[src/hw/rtl/assert_macros.svh]
// Assertion macros shared by the frame parser RTL.
// Expects clk and rst_n in the scope of each use.
`ifndef ASSERT_MACROS_SVH
`define ASSERT_MACROS_SVH

// Same-cycle implication, off while reset is held
`define FLP_ASSERT_IMPL(label, ante, cons) \
  label: assert property (@(posedge clk) disable iff (!rst_n) (ante) |-> (cons)) \
    else $error("frame parser check failed");

// Next-cycle implication, off while reset is held
`define FLP_ASSERT_NEXT(label, ante, cons) \
  label: assert property (@(posedge clk) disable iff (!rst_n) (ante) |=> (cons)) \
    else $error("frame parser check failed");

`endif

[src/hw/rtl/flp_pkg.sv]
// Types and constants of the length-prefixed frame parser.
// No dependencies; imported by every parser module but flp_in_reg.
package flp_pkg;

  localparam int unsigned MAX_LEN_W = 21;
  localparam int unsigned CFG_IDX_W = 2;
  localparam int unsigned HDR_IDX_W = 4;

  localparam logic [CFG_IDX_W-1:0] CFG_MAX_LEN    = 2'd0;
  localparam logic [CFG_IDX_W-1:0] CFG_EXPECT_HDR = 2'd1;

  localparam logic [31:0]          RELAY_MAGIC   = 32'h4C52_4E45;
  localparam logic [7:0]           RELAY_VERSION = 8'd1;
  localparam logic [31:0]          HARD_LIMIT    = 32'h0010_0000;
  localparam logic [HDR_IDX_W-1:0] HEADER_BYTES  = 4'd14;
  localparam logic [MAX_LEN_W-1:0] MAX_LEN_RESET = 21'h10_0000;

  typedef enum logic [1:0] {
    PH_PREFIX = 2'd0,
    PH_HEADER = 2'd1,
    PH_BODY   = 2'd2
  } phase_t;

  typedef enum logic [1:0] {
    ST_PAYLOAD  = 2'd0,
    ST_HDR_ONLY = 2'd1,
    ST_BAD_LEN  = 2'd2,
    ST_BAD_HDR  = 2'd3
  } status_t;

  typedef struct packed {
    status_t     status;
    logic [7:0]  out_byte;
    logic [7:0]  msg_type;
    logic [31:0] session;
    logic [31:0] client;
    logic        last;
  } result_t;

endpackage

[src/hw/rtl/flp_in_reg.sv]
// Input register of the frame parser: holds one stream byte for the core.
// Depends on nothing beyond its ports.
module flp_in_reg (
  input  logic       clk,
  input  logic       rst_n,
  input  logic       in_valid,
  input  logic [7:0] in_data_byte,
  output logic       in_stall,
  input  logic       advance,
  output logic       vld,
  output logic [7:0] byte_q
);

  logic       vld_r;
  logic       vld_nxt;
  logic [7:0] byte_r;

  // stall only while a held beat cannot move on
  assign in_stall = vld_r && !advance;
  assign vld_nxt  = in_stall ? vld_r : in_valid;

  // control state
  always_ff @(posedge clk) begin
    if (!rst_n) begin
      vld_r <= 1'b0;
    end else begin
      vld_r <= vld_nxt;
    end
  end

  // capture the beat whenever the register is free
  always_ff @(posedge clk) begin
    if (!in_stall && in_valid) begin
      byte_r <= in_data_byte;
    end
  end

  assign vld    = vld_r;
  assign byte_q = byte_r;

endmodule

[src/hw/rtl/flp_core.sv]
// Frame parser core: prefix, header and body tracking for one byte a cycle while fire is high.
// Depends on flp_pkg and assert_macros.svh.
`include "assert_macros.svh"
module flp_core import flp_pkg::*; (
  input  logic                 clk,
  input  logic                 rst_n,
  input  logic                 fire,
  input  logic [7:0]           data_byte,
  input  logic [MAX_LEN_W-1:0] max_len,
  input  logic                 expect_header,
  output logic                 res_vld,
  output result_t              res
);

  phase_t                 phase_r, phase_nxt;
  logic [1:0]             pidx_r, pidx_nxt;
  logic [23:0]            len_r, len_nxt;
  logic [MAX_LEN_W-1:0]   rem_r, rem_nxt;
  logic [HDR_IDX_W-1:0]   hidx_r, hidx_nxt;
  logic [31:0]            magic_r, magic_nxt;
  logic [7:0]             ver_r, ver_nxt;
  logic [7:0]             type_r, type_nxt;
  logic [31:0]            sess_r, sess_nxt;
  logic [31:0]            cli_r, cli_nxt;
  logic                   good_r, good_nxt;

  logic [MAX_LEN_W-1:0]   rem_dec;
  logic                   rem_end;
  logic [31:0]            len_full;
  logic                   len_bad;
  logic                   hdr_last;
  logic                   hdr_match;
  logic [1:0]             lane;

  // shared step terms
  assign rem_dec   = (rem_r != '0) ? rem_r - MAX_LEN_W'(1) : '0;
  assign rem_end   = (rem_dec == '0);
  assign len_full  = {data_byte, len_r};
  assign len_bad   = (len_full == 32'd0) || (len_full > {11'd0, max_len}) ||
                     (len_full > HARD_LIMIT);
  assign hdr_last  = (hidx_r == HEADER_BYTES - HDR_IDX_W'(1));
  assign hdr_match = (magic_r == RELAY_MAGIC) && (ver_r == RELAY_VERSION);
  // session and client lanes both start at an index that is 2 mod 4
  assign lane      = (hidx_r < HDR_IDX_W'(4)) ? hidx_r[1:0] : hidx_r[1:0] - 2'd2;

  // next state
  always_comb begin
    phase_nxt = phase_r;
    pidx_nxt  = pidx_r;
    len_nxt   = len_r;
    rem_nxt   = rem_r;
    hidx_nxt  = hidx_r;
    magic_nxt = magic_r;
    ver_nxt   = ver_r;
    type_nxt  = type_r;
    sess_nxt  = sess_r;
    cli_nxt   = cli_r;
    good_nxt  = good_r;
    if (fire) begin
      case (phase_r)
        PH_HEADER: begin
          // capture the header byte into its field
          if (hidx_r < HDR_IDX_W'(4)) begin
            magic_nxt[8*lane +: 8] = data_byte;
          end else if (hidx_r == HDR_IDX_W'(4)) begin
            ver_nxt = data_byte;
          end else if (hidx_r == HDR_IDX_W'(5)) begin
            type_nxt = data_byte;
          end else if (hidx_r < HDR_IDX_W'(10)) begin
            sess_nxt[8*lane +: 8] = data_byte;
          end else begin
            cli_nxt[8*lane +: 8] = data_byte;
          end
          hidx_nxt = hidx_r + HDR_IDX_W'(1);
          rem_nxt  = rem_dec;
          if (hdr_last) begin
            good_nxt = hdr_match;
            if (hdr_match) begin
              phase_nxt = rem_end ? PH_PREFIX : PH_BODY;
            end else begin
              phase_nxt = rem_end ? PH_PREFIX : PH_BODY;
            end
          end else if (rem_end) begin
            phase_nxt = PH_PREFIX;
          end
        end
        PH_BODY: begin
          rem_nxt = rem_dec;
          if (rem_end) begin
            phase_nxt = PH_PREFIX;
          end
        end
        default: begin
          // length prefix, also any unused phase code
          phase_nxt = PH_PREFIX;
          if (pidx_r != 2'd3) begin
            len_nxt[8*pidx_r +: 8] = data_byte;
            pidx_nxt = pidx_r + 2'd1;
          end else begin
            pidx_nxt = 2'd0;
            if (!len_bad) begin
              rem_nxt   = len_full[MAX_LEN_W-1:0];
              hidx_nxt  = '0;
              magic_nxt = '0;
              ver_nxt   = '0;
              type_nxt  = '0;
              sess_nxt  = '0;
              cli_nxt   = '0;
              good_nxt  = !expect_header;
              phase_nxt = expect_header ? PH_HEADER : PH_BODY;
            end
          end
        end
      endcase
    end
  end

  // result of the current beat
  always_comb begin
    res_vld      = 1'b0;
    res.status   = ST_PAYLOAD;
    res.out_byte = '0;
    res.msg_type = type_nxt;
    res.session  = sess_nxt;
    res.client   = cli_nxt;
    res.last     = 1'b0;
    if (fire) begin
      case (phase_r)
        PH_HEADER: begin
          if (hdr_last && !hdr_match) begin
            res_vld    = 1'b1;
            res.status = ST_BAD_HDR;
          end else if (hdr_last && rem_end) begin
            res_vld    = 1'b1;
            res.status = ST_HDR_ONLY;
          end else if (!hdr_last && rem_end) begin
            res_vld    = 1'b1;
            res.status = ST_BAD_HDR;
          end
        end
        PH_BODY: begin
          res_vld      = good_r;
          res.out_byte = data_byte;
          res.last     = rem_end;
        end
        default: begin
          if (pidx_r == 2'd3 && len_bad) begin
            res_vld      = 1'b1;
            res.status   = ST_BAD_LEN;
            res.msg_type = '0;
            res.session  = '0;
            res.client   = '0;
          end
        end
      endcase
    end
  end

  // control state
  always_ff @(posedge clk) begin
    if (!rst_n) begin
      phase_r <= PH_PREFIX;
      pidx_r  <= '0;
      rem_r   <= '0;
      hidx_r  <= '0;
      good_r  <= 1'b0;
    end else begin
      phase_r <= phase_nxt;
      pidx_r  <= pidx_nxt;
      rem_r   <= rem_nxt;
      hidx_r  <= hidx_nxt;
      good_r  <= good_nxt;
    end
  end

  // captured prefix and header bytes
  always_ff @(posedge clk) begin
    len_r   <= len_nxt;
    magic_r <= magic_nxt;
    ver_r   <= ver_nxt;
    type_r  <= type_nxt;
    sess_r  <= sess_nxt;
    cli_r   <= cli_nxt;
  end

  `FLP_ASSERT_IMPL(a_res_needs_fire, res_vld, fire)
  `FLP_ASSERT_IMPL(a_frame_has_bytes, phase_r != PH_PREFIX, rem_r != '0)
  `FLP_ASSERT_IMPL(a_hdr_idx_range, phase_r == PH_HEADER, hidx_r < HEADER_BYTES)
  `FLP_ASSERT_NEXT(a_prefix_after_bad_len,
                   res_vld && res.status == ST_BAD_LEN,
                   phase_r == PH_PREFIX && pidx_r == 2'd0)

endmodule

[src/hw/rtl/flp_out_reg.sv]
// Result register of the frame parser: holds one result beat for the receiver.
// Depends on flp_pkg and assert_macros.svh.
`include "assert_macros.svh"
module flp_out_reg import flp_pkg::*; (
  input  logic        clk,
  input  logic        rst_n,
  input  logic        res_vld,
  input  result_t     res,
  output logic        advance,
  output logic        out_valid,
  input  logic        out_stall,
  output logic [1:0]  out_status,
  output logic [7:0]  out_byte,
  output logic [7:0]  out_msg_type,
  output logic [31:0] out_session,
  output logic [31:0] out_client,
  output logic        out_last
);

  logic    vld_r;
  logic    vld_nxt;
  result_t res_r;

  // the register is free when empty or when its beat leaves this cycle
  assign advance = !vld_r || !out_stall;
  assign vld_nxt = advance ? res_vld : vld_r;

  // control state
  always_ff @(posedge clk) begin
    if (!rst_n) begin
      vld_r <= 1'b0;
    end else begin
      vld_r <= vld_nxt;
    end
  end

  // load a new result beat
  always_ff @(posedge clk) begin
    if (advance && res_vld) begin
      res_r <= res;
    end
  end

  assign out_valid    = vld_r;
  assign out_status   = res_r.status;
  assign out_byte     = res_r.out_byte;
  assign out_msg_type = res_r.msg_type;
  assign out_session  = res_r.session;
  assign out_client   = res_r.client;
  assign out_last     = res_r.last;

  `FLP_ASSERT_IMPL(a_load_only_when_free, res_vld, advance)

endmodule

[src/hw/rtl/length_prefixed_frame_parser.sv]
// Length-prefixed frame parser, top level.
// Depends on flp_pkg, flp_in_reg, flp_core and flp_out_reg.
//
// Usage:
//   Input channel (in_valid / in_stall / in_data_byte) takes one stream byte
//   per beat. Every frame opens with a 4-byte little-endian length. In header
//   mode the first 14 frame bytes are a relay header (magic, version, type,
//   session id, client id); later bytes come out as payload with out_last on
//   the final one. In raw mode every frame byte comes out as payload.
//   Result channel (out_valid / out_stall / out_*) gives zero or one beat per
//   input byte: payload, header-only frame, bad length or bad header.
//   Configuration channel (cfg_valid / cfg_ready / cfg_index / cfg_data):
//   index 0 is max_len, index 1 is expect_header; cfg_ready is always high.
//   Write it only while no byte is in flight.
// Timing:
//   One byte a cycle sustained while out_stall stays low. A result passes
//   through the input register, then the result register, to the outputs.
//   While out_stall holds a waiting result, a byte in the input register
//   cannot advance and in_stall rises in that same cycle.
// Reset (rst_n low, synchronous): both registers empty, parser waits for a
//   length prefix, max_len = 1048576, expect_header = 1.
module length_prefixed_frame_parser import flp_pkg::*; (
  input  logic                 clk,
  input  logic                 rst_n,
  input  logic                 in_valid,
  output logic                 in_stall,
  input  logic [7:0]           in_data_byte,
  output logic                 out_valid,
  input  logic                 out_stall,
  output logic [1:0]           out_status,
  output logic [7:0]           out_byte,
  output logic [7:0]           out_msg_type,
  output logic [31:0]          out_session,
  output logic [31:0]          out_client,
  output logic                 out_last,
  input  logic                 cfg_valid,
  output logic                 cfg_ready,
  input  logic [CFG_IDX_W-1:0] cfg_index,
  input  logic [31:0]          cfg_data
);

  logic                 max_len_we;
  logic [MAX_LEN_W-1:0] max_len_r;
  logic                 exp_hdr_r;
  logic                 advance;
  logic                 fire;
  logic                 byte_vld;
  logic [7:0]           byte_q;
  logic                 res_vld;
  result_t              res;

  assign cfg_ready  = 1'b1;
  assign max_len_we = cfg_valid && cfg_ready && (cfg_index == CFG_MAX_LEN);

  // configuration registers
  always_ff @(posedge clk) begin
    if (!rst_n) begin
      max_len_r <= MAX_LEN_RESET;
      exp_hdr_r <= 1'b1;
    end else begin
      if (max_len_we) begin
        max_len_r <= cfg_data[MAX_LEN_W-1:0];
      end
      if (cfg_valid && cfg_ready && (cfg_index == CFG_EXPECT_HDR)) begin
        exp_hdr_r <= cfg_data[0];
      end
    end
  end

  flp_in_reg u_in_reg (
    .clk          (clk),
    .rst_n        (rst_n),
    .in_valid     (in_valid),
    .in_data_byte (in_data_byte),
    .in_stall     (in_stall),
    .advance      (advance),
    .vld          (byte_vld),
    .byte_q       (byte_q)
  );

  // process the held byte when the result register can take its result
  assign fire = byte_vld && advance;

  flp_core u_core (
    .clk           (clk),
    .rst_n         (rst_n),
    .fire          (fire),
    .data_byte     (byte_q),
    .max_len       (max_len_r),
    .expect_header (exp_hdr_r),
    .res_vld       (res_vld),
    .res           (res)
  );

  flp_out_reg u_out_reg (
    .clk          (clk),
    .rst_n        (rst_n),
    .res_vld      (res_vld),
    .res          (res),
    .advance      (advance),
    .out_valid    (out_valid),
    .out_stall    (out_stall),
    .out_status   (out_status),
    .out_byte     (out_byte),
    .out_msg_type (out_msg_type),
    .out_session  (out_session),
    .out_client   (out_client),
    .out_last     (out_last)
  );

endmodule

[config.mk]
export PLATFORM = sky130hd
export DESIGN_NAME = length_prefixed_frame_parser
export DESIGN_NICKNAME = d
export VERILOG_FILES = /design/src/hw/rtl/flp_pkg.sv /design/src/hw/rtl/flp_in_reg.sv /design/src/hw/rtl/flp_core.sv /design/src/hw/rtl/flp_out_reg.sv /design/src/hw/rtl/length_prefixed_frame_parser.sv
export VERILOG_INCLUDE_DIRS = /design/src /design/src/hw/rtl
export SDC_FILE = /design/constraint.sdc
export NUM_CORES = 1
export LEC_CHECK = 0
export ABC_CLOCK_PERIOD_IN_PS = 12100
export BUFFER_PORTS_ARGS = -buffer_cell sky130_fd_sc_hd__buf_2
export CAP_MARGIN = 20
export CORE_ASPECT_RATIO = 1.25
export CORE_MARGIN = 10
export CORE_UTILIZATION = 40
export CTS_CLUSTER_SIZE = 24
export DETAILED_ROUTE_END_ITERATION = 7
export MAX_ROUTING_LAYER = met4
export PLACE_DENSITY_LB_ADDON = 0.05
export SYNTH_ARGS = -nofsm -noshare
export SYNTH_HDL_FRONTEND = slang
export SYNTH_SLANG_ARGS = --single-unit
[constraint.sdc]
create_clock -name clk -period 12.1 [get_ports clk]
set_clock_uncertainty 0.1 [all_clocks]
set_input_delay 1.815 -clock clk [delete_from_list [all_inputs] [get_ports clk]]
set_output_delay 1.815 -clock clk [all_outputs]
set_load 0.005 [all_outputs]
==> results of run 1 <==
final cells by class:
cell class              instances  area, um2  area share (%)
clock inverters                21        264            1.65
multi-input cells             923       6070            38.0
clock buffers                  36        805            5.04
well taps                     468        586            3.66
diodes                          1       2.50          0.0157
repair buffers                141        758            4.75
flip-flops and latches        281       7180            44.9
inverters                      85        319            2.00
cell usage in the layout, fill, tap and decap left out, types with 34 or more instances in the layout:
cell         n
a21oi_1    107
buf_2      120
a22oi_1     51
nand3_1     45
and2_1     105
o2bb2ai_1   48
nor2_1      49
dfxtp_1    126
ha_1        34
nand2b_1    35
nand2_1    144
edfxtp_1   155
inv_1       74
registers in the layout, summed over array words and instances, names as in the netlist:
signal                  cells
exp_hdr_r                   1
max_len_r                  21
u_core.cli_r               32
u_core.good_r               1
u_core.hidx_r               4
u_core.len_r               24
u_core.magic_r             32
u_core.phase_r              2
u_core.pidx_r               2
u_core.rem_r               21
u_core.sess_r              32
u_core.type_r               8
u_core.ver_r                8
u_in_reg.byte_q             8
u_in_reg.vld                1
u_out_reg.out_byte          8
u_out_reg.out_client       32
u_out_reg.out_last          1
u_out_reg.out_msg_type      8
u_out_reg.out_session      32
u_out_reg.out_status        2
u_out_reg.out_valid         1
synthesized netlist by cell type, drive strengths merged (45+ instances only):
| library cell | n | area, um2 |
|---|---|---|
| nor2 | 49 | 184 |
| a22oi | 51 | 383 |
| clkbuf | 77 | 289 |
| o2bb2ai | 48 | 420 |
| dfxtp | 126 | 2520 |
| edfxtp | 155 | 4650 |
| a21oi | 107 | 536 |
| nand2 | 145 | 544 |
| and2 | 105 | 657 |
| nand3 | 45 | 225 |
| inv | 85 | 319 |
worst min-delay path: cells and delay by family, from the launching register on:
family          cells  cell delay (ns)
flops               1             0.31
compound gates      1             0.05
simple gates        1             0.05
metal layers:
| layer | global-route usage, % | vias up | routed length, um |
|---|---|---|---|
| li1 | - | 5192 | - |
| met1 | 20.3 | 5042 | 16200 |
| met2 | 32.2 | 206 | 20200 |
| met3 | 2.35 | 60 | 1300 |
| met4 | 6.08 | 0 | 1130 |
| met5 | - | - | 0 |
per-stage QoR:
stage          power, mW  util (%)  hold WS, ns  worst slack (ns)  std cells
6_report            2.06      46.4        0.358              7.56       1956
3_3_place_gp        1.09      43.3        0.345              6.92       1897
4_1_cts             2.09      46.4        0.361              7.50       1955
2_1_floorplan       1.06         -        0.336              6.92       1389
5_1_grt             2.13      46.4        0.387              7.27       1955
3_5_place_dp        1.09      43.3        0.352              6.88       1898
where the power goes:
part	switching, mW	internal [mW]	leakage [nW]	total, mW
Sequential	0.00609	1.01	2.63	1.01
Clock	0.395	0.603	0.529	0.998
Combinational	0.0348	0.0184	2.70	0.0532
how the worst max path moves through the flow:
stage,start,endpoint,slack [ns],cells after the start
final,out_stall,u_out_reg.out_byte[2],7.56,9
after global placement,out_stall,u_out_reg.out_msg_type[2],6.92,9
after detailed placement,out_stall,u_out_reg.out_msg_type[5],6.88,9
after CTS,out_stall,u_out_reg.out_client[29],7.50,9
after floorplan,out_stall,u_out_reg.out_byte[0],6.92,8
after global routing,out_stall,u_out_reg.out_byte[7],7.27,9
cell families after synthesis:
kind of cell             count (synthesis)
AND/OR/NAND/NOR                        494
AO/OA/AOI/OAI                          344
flip-flops                             281
buffers and inverters                  185
multiplexers                            39
adder cells (fa/ha/maj)                 36
XOR/XNOR                                 9
other                                    1
==> flow_metrics.tcl, run 1 <==
set metrics [dict create \
    rsz0062_at_grt "no" \
    finalCritPeriodShare_pct 37.5 \
    seq_area_frac_synth_pct 51.5 \
    critPathKind "input port to flop" \
    reg2reg_slack_ns 7.89 \
    tightest_slew_ns 1.11 \
    place_congestion 0.873 \
    worstRegToRegCells 10 \
    portBuffers 120 \
    core_area_um2 34400 \
    overflow 0 \
    synthSimpleGateAreaFrac_pct 18.7 \
    setup_viol 0 \
    ys_types 75 \
    worst_setup_path_end_kind "flop" \
    fill_cells 3365 \
    cts_resized 0 \
    maxCapViolations 0 \
    syn_inst 1389 \
    min_period_ns 4.54 \
    cp_top_family "buffers and inverters" \
    cts_hold_buf 0 \
    syn2layout_area_growth_pct 14.6 \
    die_x_um 187 \
    dieHeight_um 229 \
    drv_slew 0 \
    synth_top_flop_cell "edfxtp_1" \
    firstDrtPassIters 7 \
    finalNetCount 1546 \
    cts_tree "yes" \
    pin_count 133 \
    final_area_um2 16000 \
    first_iter_violations 672 \
    synth_top_family_by_area "simple AND/OR/NAND/NOR gates" \
    via_per_inst 5.37 \
    num_rows 76 \
    holdPathStages 2 \
    hold-path-endpoint "max_len_r[16]" \
    async_flop_share_pct 0 \
    status "finished, final reports clean" \
    vias 10500 \
    placed_cell_area_um2 14900 \
    postRouteAntennaNets 0 \
    ys_ff_latch 281 \
    wl_per_cell_um 19.8 \
    grt_usage_pct 18.0 \
    ys_warn_count 0 \
    clock-sinks 281 \
    clock_tree.root_cell "clkbuf_16" \
    startpoint_type "input port" \
    clk_latency_ns 0.57 \
    htree_levels 1 \
    peakVddDrop_mv 0.0883 \
    die_area_um2 42800 \
    post_cts_buffers 0 \
    antenna_found_initial 0 \
    drc_errors 0 \
    tns_ns 0 \
    grt_pass1_vias 10400 \
    hold_viol 0 \
    reg2reg_from "u_core.len_r[7]" \
    synthXorXnorAreaFrac_pct 0.565 \
    synth_edf_count 155 \
    power_density_nw_per_um2 129 \
    fmax_mhz 220 \
    cts.path.max_buffers 3 \
    slowest_delay_ns 0.74 \
    place_hpwl_um 25300 \
    rr_endpoint "u_out_reg.out_byte[2]" \
    critPathArrivalTime_ns 4.63 \
    synth_compound_area_share_pct 17.7 \
    maxSlewHeadroom_pct 25.5 \
    muxShareOfSynthArea_pct 2.95 \
    cts_buffers 31 \
    power.leakage_nw 5.86 \
    min-delay-start "max_len_r[16]" \
    synth_area_um2 13900 \
    slowest_stage "buf_4" \
    syn-num-nets 1472 \
    grt_pass1_wl_um 60600 \
    path_cells "buf_2, nand2_1, and2_1, and2_1, o311ai_4, buf_4, o31a_1, nand2_4, buf_4" \
    crit_path_max_fanout 78 \
    path_clk_slew_ns 0.06 \
    cp.buffers_inverters 3 \
    initial_core_util_pct 40.5 \
    hp-class "flop to flop" \
    synthAdderAreaFrac_pct 3.23 \
    drive_gt1_share_pct 16.7 \
    avgSynthCellArea_um2 10.0 \
    grt_max_degree 79 \
    worstPathRequired_ns 12.18 \
    routed_wl_um 38800 \
]
(Power assumes the default switching activity.)
==> run 2, diff against run 1 <==
--- a/config.mk
+++ b/config.mk
@@ -6,7 +6,8 @@
 export SDC_FILE = /design/constraint.sdc
 export NUM_CORES = 1
 export LEC_CHECK = 0
-export ABC_CLOCK_PERIOD_IN_PS = 12100
+export ABC_AREA = 1
+export ABC_CLOCK_PERIOD_IN_PS = 3700
 export BUFFER_PORTS_ARGS = -buffer_cell sky130_fd_sc_hd__buf_2
 export CAP_MARGIN = 20
 export CORE_ASPECT_RATIO = 1.25
==> constraint.sdc (replaced) <==
create_clock -name clk -period 3.7 [get_ports clk]
set_clock_uncertainty 0.1 [all_clocks]
set_input_delay 0.555 -clock clk [delete_from_list [all_inputs] [get_ports clk]]
set_output_delay 0.555 -clock clk [all_outputs]
set_load 0.005 [all_outputs]
==> flow_metrics.tcl, run 2 <==
set metrics [dict create \
    muxShareOfSynthArea_pct 0 \
    min-delay-start "in_data_byte[4]" \
    clockPowerShare_pct 46.3 \
    final_area_um2 17000 \
    rsz0062_at_grt "no" \
    syn2layout_area_growth_pct 14.3 \
    tightest_slew_ns 0.893 \
    placedCellCount 2364 \
    ys_types 42 \
    cts.path.max_buffers 3 \
    vias 12500 \
    core_area_um2 36500 \
    hold-worst-slack_ns 0.0504 \
    grt_max_degree 98 \
    min_period_ns 3.24 \
    routed_wl_um 43300 \
    synthSimpleGateAreaFrac_pct 26.6 \
    drive_gt1_share_pct 18.3 \
    p_int_mw 5.14 \
    portBuffers 120 \
    ys_top_cells_by_area "edfxtp_1 (31%), dfxtp_1 (17%), nand2_1 (9.9%)" \
    mostFrequentLayoutCells "nand2_1 (393), nor2_1 (232), o21ai_0 (184)" \
    power_density_nw_per_um2 387 \
    clock-sinks 281 \
    grt_pass1_vias 12000 \
    clk_latency_ns 0.58 \
    place_hpwl_um 30400 \
    hp-class "input port to flop" \
    power.leakage_nw 6.60 \
    wl_per_cell_um 17.9 \
    overflow 0 \
    diodes 0 \
    post-route-worst-setup-slack_ns 0.459 \
    avgSynthCellArea_um2 8.23 \
    syn-num-nets 1891 \
    postRouteAntennaNets 0 \
    die_area_um2 45400 \
    die_x_um 192 \
    placed_cell_area_um2 16000 \
    grt_usage_pct 19.2 \
    startpoint_type "flop" \
    synthXorXnorAreaFrac_pct 0.294 \
    critPathKind "flop to flop" \
    critPathArrivalTime_ns 3.39 \
    reg2reg_from "u_core.rem_r[0]" \
    path_clk_slew_ns 0.06 \
    cts_buffers 31 \
    place_congestion 0.899 \
    finalCritPeriodShare_pct 87.6 \
    ys_warn_count 0 \
    synth_edf_count 155 \
    dpl_worst_slack_ns 0.460 \
    maxSlewHeadroom_pct 40.4 \
    netlist.area_leader.share_pct 31.3 \
    drv_slew 0 \
    setup_viol 0 \
    initial_core_util_pct 40.8 \
    worst_setup_path_end_kind "flop" \
    dieHeight_um 236 \
    grt_pass1_wl_um 68000 \
    synth_top_family_by_area "simple AND/OR/NAND/NOR gates" \
    drc_errors 0 \
    async_flop_share_pct 0 \
    pin_count 133 \
    ys_ff_latch 281 \
    syn_inst 1808 \
    num_rows 78 \
    fmax_mhz 309 \
    tns_ns 0 \
    synth_common_cells "nand2_1 (394), nor2_1 (233), o21ai_0 (184)" \
    cts_hold_buf 0 \
    cts_resized 0 \
    htree_levels 1 \
    post-route-util_pct 46.6 \
    worstPathRequired_ns 3.85 \
    first_iter_violations 857 \
    synth_area_um2 14900 \
    status "finished, final reports clean" \
    synth_compound_area_share_pct 14.6 \
    clock_tree.root_cell "clkbuf_16" \
    finalNetCount 2000 \
    seq_area_frac_synth_pct 48.2 \
    post_cts_buffers 0 \
    firstDrtPassIters 5 \
    synth.most_common_cell "nand2_1" \
    combPwrFrac_pct 3.2 \
    hold_viol 0 \
    peakVddDrop_mv 0.317 \
    final_common_cell "nand2_1" \
    p_sw_share_pct 21.9 \
    power_switching_mw 1.44 \
    synth_top_flop_cell "edfxtp_1" \
    instances_no_fill 2421 \
    synth_top_area_cell "edfxtp_1" \
    via_per_inst 5.16 \
    crit_start "u_core.rem_r[0]" \
    finalPower_mw 6.58 \
    crit_path_max_fanout 34 \
    p_seq_share_pct 50.5 \
    antenna_found_initial 0 \
    cts_tree "yes" \
    synthAdderAreaFrac_pct 3.03 \
    maxCapViolations 0 \
]
==> run 2: cell types whose count changed after synthesis, moves of 31 or more <==
cell,delta
nand2_1,+249
nor2_1,+184
o21ai_0,+156
and2_1,-105
nand3_2,+72
inv_1,+58
a22oi_1,-50
o2bb2ai_1,-48
a21oi_1,+40
nand2b_1,-36
o21ai_1,+31
==> run 2: area by class of cell <==
| type | count | area, um2 |
|---|---|---|
| Multi-Input combinational cell | 1290 | 6660 |
| Inverter | 150 | 566 |
| Fill cell | 3680 | 19500 |
| Timing Repair Buffer | 163 | 1010 |
| Clock inverter | 16 | 165 |
| Tap cell | 480 | 601 |
| Clock buffer | 41 | 823 |
| Sequential cell | 281 | 7180 |
==> run 2: power groups by stage <==
| stage | clock network (mW) | logic [mW] | registers (mW) |
|---|---|---|---|
| 2_1_floorplan | 0 | 0.117 | 3.39 |
| 3_3_place_gp | 0 | 0.208 | 3.39 |
| 3_5_place_dp | 0 | 0.211 | 3.39 |
| 4_1_cts | 3.14 | 0.213 | 3.32 |
| 5_1_grt | 3.25 | 0.238 | 3.33 |
| 6_report | 3.05 | 0.209 | 3.32 |
==> run 2: logic make-up after synthesis <==
group | after synthesis
simple gates | 842
compound gates | 406
flops | 281
buf+inv | 237
fa+ha+maj | 36
xor+xnor | 5
other cells | 1
==> run 2: worst max-delay path: stages, from the launching register on <==
cell	delay, ns
dfxtp_1	0.30
inv_1	0.12
ha_1	0.22
nand2_2	0.13
nor2_4	0.17
nand3_2	0.38
nand3_1	0.31
nand2_1	0.08
nor3_1	0.24
nand2_1	0.21
nand2_1	0.12
nand2_2	0.11
nand2_4	0.18
buf_12	0.22
==> run 2: final timing paths <==
kind | to | slack (ns) | depth (start not counted)
worst max register to register | u_out_reg.out_client[11] | 0.46 | 13
worst min-delay path | u_in_reg.byte_q[4] | 0.05 | 1
worst max-delay path | u_out_reg.out_client[11] | 0.46 | 13
worst min register to register | max_len_r[17] | 0.36 | 2
==> run 2: metal layers <==
layer  up-vias  share of wire [%]  global-route usage (%)
li1       6291                  -                       -
met1      5901                 43                    23.1
met2       235                 51                    32.9
met3        56                4.0                    2.49
met4         0                2.2                    5.14
met5         -                  0                       -
